==> config.mk <==
export PLATFORM = sky130hd
export DESIGN_NAME = lru_key_value_cache_unit
export DESIGN_NICKNAME = d
export VERILOG_FILES = /design/src/sv/lkvc_pkg.sv /design/src/sv/lkvc_store.sv /design/src/sv/lkvc_seq.sv /design/src/sv/lru_key_value_cache_unit.sv
export SDC_FILE = /design/constraint.sdc
export NUM_CORES = 2
export LEC_CHECK = 0
export BUFFER_PORTS_ARGS = -buffer_cell sky130_fd_sc_hd__buf_2
export CAP_MARGIN = 5
export CORE_MARGIN = 2
export CORE_UTILIZATION = 32
export DETAILED_ROUTE_END_ITERATION = 16
export GPL_TIMING_DRIVEN = 0
export PLACE_DENSITY = 0.42
export RECOVER_POWER = 25
export SLEW_MARGIN = 40
export SYNTH_ARGS = -nofsm -noshare
export SYNTH_HDL_FRONTEND = slang
export SYNTH_SLANG_ARGS = --single-unit
==> constraint.sdc <==
create_clock -name clk -period 10.8 [get_ports clk]
set_clock_uncertainty 0.05 [all_clocks]
set_input_delay 1.08 -clock clk [delete_from_list [all_inputs] [get_ports clk]]
set_output_delay 1.08 -clock clk [all_outputs]
set_load 0.01 [all_outputs]
==> src/sv/lkvc_pkg.sv <==
`timescale 1ns / 1ps
// shared constants and types for the lru key-value cache
// no dependencies
package lkvc_pkg;

	localparam int KEY_W           = 32;
	localparam int VAL_W           = 32;
	localparam int ENTRY_W         = KEY_W + VAL_W;
	localparam int CAP_W           = 5;
	localparam int MAX_ENTRIES_DEF = 16;

	localparam logic [CAP_W-1:0] CAP_RESET  = CAP_W'(16);
	localparam logic [VAL_W-1:0] MISS_VALUE = '1;

	// request kind carried in tuser
	localparam logic MODE_GET = 1'b0;
	localparam logic MODE_SET = 1'b1;

	// lookup answer handed from the sequencer to the output register
	typedef struct packed {
		logic             hit;
		logic [VAL_W-1:0] data;
	} res_t;

endpackage

==> src/sv/lkvc_store.sv <==
`timescale 1ns / 1ps
// entry memory: one write port, one read port with registered read data
// depends on lkvc_pkg
module lkvc_store #(
	parameter int MAX_ENTRIES = lkvc_pkg::MAX_ENTRIES_DEF,
	parameter int AW          = 4
) (
	input  logic                         clk,
	input  logic                         we,
	input  logic [AW-1:0]                waddr,
	input  logic [lkvc_pkg::ENTRY_W-1:0] wdata,
	input  logic [AW-1:0]                raddr,
	output logic [lkvc_pkg::ENTRY_W-1:0] rdata
);
	import lkvc_pkg::*;

	logic [ENTRY_W-1:0] mem_q [MAX_ENTRIES];
	logic [ENTRY_W-1:0] rdata_q;

	always_ff @(posedge clk) begin
		if (we) begin
			mem_q[waddr] <= wdata;
		end
		rdata_q <= mem_q[raddr];
	end

	assign rdata = rdata_q;

endmodule

==> src/sv/lkvc_seq.sv <==
`timescale 1ns / 1ps
// sequencer: scans the recency chain with one key comparator, then shifts
// entries one position a step to bring the touched key to the front
// depends on lkvc_pkg; drives the ports of lkvc_store
module lkvc_seq #(
	parameter int MAX_ENTRIES = lkvc_pkg::MAX_ENTRIES_DEF,
	parameter int AW          = 4,
	parameter int CW          = 5
) (
	input  logic                         clk,
	input  logic                         arst_n,
	input  logic                         req_valid,
	output logic                         req_ready,
	input  logic                         req_mode,
	input  logic [lkvc_pkg::KEY_W-1:0]   req_key,
	input  logic [lkvc_pkg::VAL_W-1:0]   req_data,
	input  logic [lkvc_pkg::CAP_W-1:0]   capacity,
	input  logic                         res_free,
	output logic                         res_valid,
	output lkvc_pkg::res_t               res,
	output logic                         mem_we,
	output logic [AW-1:0]                mem_waddr,
	output logic [lkvc_pkg::ENTRY_W-1:0] mem_wdata,
	output logic [AW-1:0]                mem_raddr,
	input  logic [lkvc_pkg::ENTRY_W-1:0] mem_rdata
);
	import lkvc_pkg::*;

	localparam int LW = (CW > CAP_W) ? CW : CAP_W;

	typedef enum logic [2:0] {
		S_IDLE,
		S_RD,
		S_CMP,
		S_DECIDE,
		S_RESULT,
		S_MRD,
		S_MWR,
		S_FRONT
	} state_t;

	state_t             state_q;
	logic               mode_q;
	logic [KEY_W-1:0]   key_q;
	logic [VAL_W-1:0]   val_q;
	logic [AW-1:0]      idx_q;
	logic [CW-1:0]      count_q;
	logic               found_q;

	logic [LW-1:0]      live_cap;
	logic [CW-1:0]      keep;
	logic               key_match;
	logic               scan_last;

	// capacity zero acts as one, above the memory depth acts as the depth
	always_comb begin
		live_cap = LW'(capacity);
		if (live_cap == '0) begin
			live_cap = LW'(1);
		end
		if (live_cap > LW'(MAX_ENTRIES)) begin
			live_cap = LW'(MAX_ENTRIES);
		end
		if (LW'(count_q) >= live_cap) begin
			keep = CW'(live_cap - LW'(1));
		end else begin
			keep = count_q;
		end
	end

	assign key_match = (mem_rdata[ENTRY_W-1 -: KEY_W] == key_q);
	assign scan_last = ((CW'(idx_q) + CW'(1)) == count_q);

	always_comb begin
		mem_raddr = '0;
		mem_we    = 1'b0;
		mem_waddr = idx_q;
		mem_wdata = mem_rdata;
		unique case (state_q)
			S_RD:    mem_raddr = idx_q;
			S_MRD:   mem_raddr = idx_q - AW'(1);
			S_MWR:   mem_we = 1'b1;
			S_FRONT: begin
				mem_we    = 1'b1;
				mem_waddr = '0;
				mem_wdata = {key_q, val_q};
			end
			default: ;
		endcase
	end

	assign req_ready = (state_q == S_IDLE);
	assign res_valid = (state_q == S_RESULT) && res_free;
	assign res.hit   = found_q;
	assign res.data  = found_q ? val_q : MISS_VALUE;

	always_ff @(posedge clk or negedge arst_n) begin
		if (!arst_n) begin
			state_q <= S_IDLE;
			count_q <= '0;
			found_q <= 1'b0;
			idx_q   <= '0;
		end else begin
			unique case (state_q)
				S_IDLE: begin
					if (req_valid) begin
						mode_q  <= req_mode;
						key_q   <= req_key;
						val_q   <= req_data;
						idx_q   <= '0;
						found_q <= 1'b0;
						state_q <= (count_q == '0) ? S_DECIDE : S_RD;
					end
				end
				S_RD: begin
					state_q <= S_CMP;
				end
				S_CMP: begin
					if (key_match) begin
						found_q <= 1'b1;
						if (mode_q == MODE_GET) begin
							val_q <= mem_rdata[VAL_W-1:0];
						end
						state_q <= S_DECIDE;
					end else if (scan_last) begin
						state_q <= S_DECIDE;
					end else begin
						idx_q   <= idx_q + AW'(1);
						state_q <= S_RD;
					end
				end
				S_DECIDE: begin
					if (mode_q == MODE_GET) begin
						state_q <= S_RESULT;
					end else if (found_q) begin
						state_q <= (idx_q == '0) ? S_FRONT : S_MRD;
					end else begin
						// absent key: drop the tail beyond capacity-1, insert in front
						idx_q   <= AW'(keep);
						count_q <= keep + CW'(1);
						state_q <= (keep == '0) ? S_FRONT : S_MRD;
					end
				end
				S_RESULT: begin
					if (res_free) begin
						if (!found_q) begin
							state_q <= S_IDLE;
						end else begin
							state_q <= (idx_q == '0) ? S_FRONT : S_MRD;
						end
					end
				end
				S_MRD: begin
					state_q <= S_MWR;
				end
				S_MWR: begin
					idx_q   <= idx_q - AW'(1);
					state_q <= (idx_q == AW'(1)) ? S_FRONT : S_MRD;
				end
				S_FRONT: begin
					state_q <= S_IDLE;
				end
				default: state_q <= S_IDLE;
			endcase
		end
	end

endmodule

==> src/sv/lru_key_value_cache_unit.sv <==
`timescale 1ns / 1ps
// top level of the lru key-value cache: stream ports, capacity register,
// output register; depends on lkvc_pkg, lkvc_seq and lkvc_store
//
// usage
//   s_* carries requests: s_tuser is the mode (get or set), s_tdata holds the
//   key and, for a set, the value. a get returns one result on m_*: m_tuser is
//   the hit flag, m_tdata the stored value or all ones on a miss. a set
//   returns nothing.
//   capacity_we/capacity_wdata write the capacity register; write it only
//   while no request is in flight.
// timing
//   one request at a time. a request reads and compares the entries in turn up
//   to a hit (or the whole chain on a miss) through the single key comparator
//   and the registered memory read, then, unless a get misses, shifts each entry
//   ahead of the key back one position to bring the key to the front; a get
//   offers its result before the shift.
// reset
//   arst_n clears the entry count and the busy state and sets capacity to 16;
//   the entry memory itself is not cleared, only counted entries are read.
// stalls
//   the result sits in an output register; a stalled receiver holds it, and a
//   following get waits in the sequencer until that register frees up.
module lru_key_value_cache_unit #(
	parameter int MAX_ENTRIES = lkvc_pkg::MAX_ENTRIES_DEF
) (
	input  logic                       clk,
	input  logic                       arst_n,
	// request channel
	input  logic                       s_tvalid,
	output logic                       s_tready,
	input  logic [63:0]                s_tdata,   // [31:0] key, [63:32] data_in
	input  logic                       s_tuser,   // [0] mode
	// result channel
	output logic                       m_tvalid,
	input  logic                       m_tready,
	output logic [31:0]                m_tdata,   // [31:0] data_out
	output logic                       m_tuser,   // [0] hit
	// capacity register
	input  logic                       capacity_we,
	input  logic [lkvc_pkg::CAP_W-1:0] capacity_wdata
);
	import lkvc_pkg::*;

	localparam int AW = (MAX_ENTRIES > 1) ? $clog2(MAX_ENTRIES) : 1;
	localparam int CW = $clog2(MAX_ENTRIES + 1);

	logic [CAP_W-1:0]   capacity_q;
	logic               m_tvalid_q;
	logic [VAL_W-1:0]   m_tdata_q;
	logic               m_tuser_q;

	logic               res_free;
	logic               res_valid;
	res_t               res;
	logic               mem_we;
	logic [AW-1:0]      mem_waddr;
	logic [ENTRY_W-1:0] mem_wdata;
	logic [AW-1:0]      mem_raddr;
	logic [ENTRY_W-1:0] mem_rdata;

	// capacity register, to be written only when idle; the block does not enforce it
	always_ff @(posedge clk or negedge arst_n) begin
		if (!arst_n) begin
			capacity_q <= CAP_RESET;
		end else if (capacity_we) begin
			capacity_q <= capacity_wdata;
		end
	end

	// output register frees when empty or being taken this cycle
	assign res_free = !m_tvalid_q || m_tready;

	always_ff @(posedge clk or negedge arst_n) begin
		if (!arst_n) begin
			m_tvalid_q <= 1'b0;
		end else if (res_valid) begin
			m_tvalid_q <= 1'b1;
		end else if (m_tready) begin
			m_tvalid_q <= 1'b0;
		end
	end

	// result payload, no reset needed
	always_ff @(posedge clk) begin
		if (res_valid) begin
			m_tdata_q <= res.data;
			m_tuser_q <= res.hit;
		end
	end

	assign m_tvalid = m_tvalid_q;
	assign m_tdata  = m_tdata_q;
	assign m_tuser  = m_tuser_q;

	lkvc_seq #(
		.MAX_ENTRIES (MAX_ENTRIES),
		.AW          (AW),
		.CW          (CW)
	) u_seq (
		.clk       (clk),
		.arst_n    (arst_n),
		.req_valid (s_tvalid),
		.req_ready (s_tready),
		.req_mode  (s_tuser),
		.req_key   (s_tdata[KEY_W-1:0]),
		.req_data  (s_tdata[KEY_W +: VAL_W]),
		.capacity  (capacity_q),
		.res_free  (res_free),
		.res_valid (res_valid),
		.res       (res),
		.mem_we    (mem_we),
		.mem_waddr (mem_waddr),
		.mem_wdata (mem_wdata),
		.mem_raddr (mem_raddr),
		.mem_rdata (mem_rdata)
	);

	lkvc_store #(
		.MAX_ENTRIES (MAX_ENTRIES),
		.AW          (AW)
	) u_store (
		.clk   (clk),
		.we    (mem_we),
		.waddr (mem_waddr),
		.wdata (mem_wdata),
		.raddr (mem_raddr),
		.rdata (mem_rdata)
	);

endmodule

==> metrics.cfg <==
[outcome]
outcome=finished, violations left
violations=capacitance limit, slew limit

[sta]
tightest_slew_ps=2440
timing.final.crit_share_pct=51.60
hold_viol_final=0
setup_violations=0
slew_violations=61
max_freq_mhz=179.4
period_minus_slack_ps=5573
slew_headroom_pct=-62.69
rsz0062_at_grt=false
fin_ws_ps=5227

[global_routing]
grt_pass1_vias=29810
grt_pass1_wl_um=214200
grt_util_all_layers_pct=19.41
gr-total-overflow=0
grt_max_degree=33
antenna_found_initial=10

[route]
vias_per_cell=5.075
final_antenna_net_count=0
wl_met3_um=6527
wl_met1_um=67610
top_layer=met4
drt_iter0_markers=2319
drt_pass1_iterations=5
wl_um=148100
route.detailed.drc=0
vias=29670
routed-wl-met2_um=70930
post_drt_wl_per_cell_um=25.33

[pwr]
ir_drop_mv=0.1485
p_seq_share_pct=38.5
intPower_w=0.01046
powerDensity_nw_per_um2=292.8
switching_share_pct=36.82
p_leak_nw=19.10
pwr-share-comb_pct=33.1
clkPwrFrac_pct=28.4
p_switching_w=0.006093
design_power_total_w=0.01655

[synthesis]
synth-edff-count=1122
synth_area_um2=47770
synthArstFlopShare_pct=1.577
synth_area_per_cell_um2=13.91
synth-main-ff-cell=edfxtp_1
postSynthNetCount=3521
synth_seq_cells=1205
yosysWarningCount=0
ys_seq_area_share_pct=74.22
ys_types=57
synthCells=3434

[hold_path]
hold_depth=0
holdPathEnd=m_tuser
hold_path_class=flop to flop
min_from=u_seq.found_q

[clocking]
cts_root_buf=clkbuf_16
cts_tree=built
postCtsSetupBuffers=0
cts_made_buffers=141
clock-sinks=1205
ctsResizeCount=0
clkLatencyLatePin_ps=760
cts.clk_slew.worst_paths_ps=60
clockBufferDepth=3
cts_hold_buffers=0
htreeDepth=4

[run]
max_cap_violations=3

[critical_path]
reg2reg_slack_ps=5230
cp_data_required_time_ps=11190
r2r_cells=9
path_max_fanout=21
end_kind=flop
reg2reg_from=u_seq.state_q[0]
r2r-end=u_seq.val_q[31]
arrival_ps=5960
path_class=flop to flop
start_kind=flop

[floorplanning]
rows=141
pin_count=110
core_um2=148000
die-area_um2=152400
die_w_um=390.4
fp.dieH_um=390.4
start_util_pct=32.27

[placed_design]
dp_slack_ps=6263
gp_congestion=0.7701
portBuffers=109
dp_hpwl_um=102400

[layout]
layout.nets=3883
syn_to_final_growth_pct=18.33
fin_util_pct=38.19
drive_above_1_share_pct=13.91

-- layer usage --
layer  vias up  global-route usage [%]
met2       704                   31.86
met1     15000                   26.91
met5         -                       0
li1      13790                       -
met4         0                   5.061
met3       181                   2.887
-- power by group through the flow --
stage | logic [W] | registers [W] | clock network (W)
finish | 0.00548 | 0.00637 | 0.00471
global placement | 0.00554 | 0.00650 | 0
floorplan | 0.00312 | 0.00643 | 0
detailed placement | 0.00565 | 0.00646 | 0
CTS | 0.00566 | 0.00637 | 0.00483
global route | 0.00598 | 0.00640 | 0.00500
-- cell usage after synthesis, types with 2 or more instances --
cell type	count	area share [%]
nand4_1	11	0.14
nand3_1	269	2.8
and3_1	131	1.7
buf_2	80	0.84
xor2_1	6	0.11
mux2_2	101	2.4
a211oi_1	129	2.0
and2_1	3	0.039
nor2_1	31	0.24
buf_4	4	0.063
a21boi_0	2	0.031
dfrtp_1	18	0.94
a31oi_1	65	0.85
nor2b_1	6	0.079
nand3b_1	3	0.047
nor3_1	13	0.14
edfxtp_1	1122	71
buf_1	12	0.094
a311oi_1	193	3.5
nand2_1	792	6.2
nor4b_1	2	0.037
o21a_1	2	0.031
o31ai_1	2	0.031
mux2_1	2	0.047
xnor2_1	36	0.66
clkbuf_1	151	1.2
o21ai_0	17	0.18
a21oi_1	77	0.81
inv_1	11	0.086
nand2b_1	39	0.51
o22ai_1	2	0.026
dfxtp_1	64	2.7
buf_6	3	0.071
ha_1	12	0.31
-- registers in the layout (all words and copies together), names as in the netlist --
signal,flops
m_tvalid,1
capacity_q,5
u_seq.count_q,5
u_seq.mode_q,1
u_seq.found_q,1
u_seq.idx_q,4
u_store.rdata,64
u_store.mem_q,1024
u_seq.val_q,32
m_tdata,32
u_seq.key_q,32
m_tuser,1
u_seq.state_q,3
-- cell type report --
class / count / area (µm²)
Antenna cell: 6 / 15.01
Buffer: 251 / 1091
Clock buffer: 204 / 4025
Clock inverter: 53 / 510.5
Fill cell: 14150 / 91490
Inverter: 11 / 41.29
Multi-Input combinational cell: 1967 / 11230
Sequential cell: 1205 / 35450
Tap cell: 1930 / 2415
Timing Repair Buffer: 219 / 1747
-- cells in the final DEF (no fill, tap or decap), types with 36 or more instances in the layout --
cell type and count:
a211oi_1 129, a21oi_1 77, a311oi_1 193, a31oi_1 65, and3_1 131, buf_2 170
buf_8 37, clkbuf_1 244, clkbuf_16 149, dfxtp_1 64, edfxtp_1 1122, mux2_2 83
nand2_1 792, nand2b_1 39, nand3_1 269, xnor2_1 36
-- logic make-up (layout without fill, tap and decap cells) --
logic type               after synthesis  after routing  synth area share [%]
AO/OA/AOI/OAI                        500            500                 7.712
flip-flops                          1205           1205                 74.22
AND/OR/NAND/NOR                     1308           1308                 12.15
other                                  0              6                     0
XOR/XNOR                              43             43                0.8042
buffers and inverters                262            738                 2.350
adder cells (fa/ha/maj)               12             12                0.3143
multiplexers                         104            104                 2.449
-- how the worst max path moves through the flow --
stage | cells past startpoint | slack (ps) | to | startpoint
6_report | 9 | 5230 | u_seq.val_q[31] | u_seq.state_q[0]
5_1_grt | 9 | 4800 | u_seq.val_q[29] | u_seq.state_q[0]
4_1_cts | 10 | 6200 | u_store.rdata[57] | u_seq.idx_q[0]
3_5_place_dp | 10 | 6260 | u_store.rdata[57] | u_seq.idx_q[0]
2_1_floorplan | 5 | 4650 | u_store.mem_q[8][0] | u_seq.state_q[1]
3_3_place_gp | 5 | -750 | u_store.mem_q[12][39] | u_seq.state_q[1]
-- stage by stage --
step	cell area, µm²	hold WS, ps	TNS [ps]	cells
after detailed placement	52310	406.1	0	5583
after global routing	56510	396.4	0	5841
final	56520	407.5	0	5846
after global placement	50730	379.2	-57930	5473
after CTS	56850	214.0	0	5840
after floorplan	47770	373.1	0	3434
-- critical path, stage by stage, from the launching register on --
cell	delay, ps
dfrtp_1	350
clkbuf_1	210
nor3b_1	1250
clkbuf_1	670
nand4_1	240
nor4_1	690
nand3_1	720
o21ai_0	410
and2_4	350
buf_12	220
No activity file was read; power rests on OpenSTA's default activity.
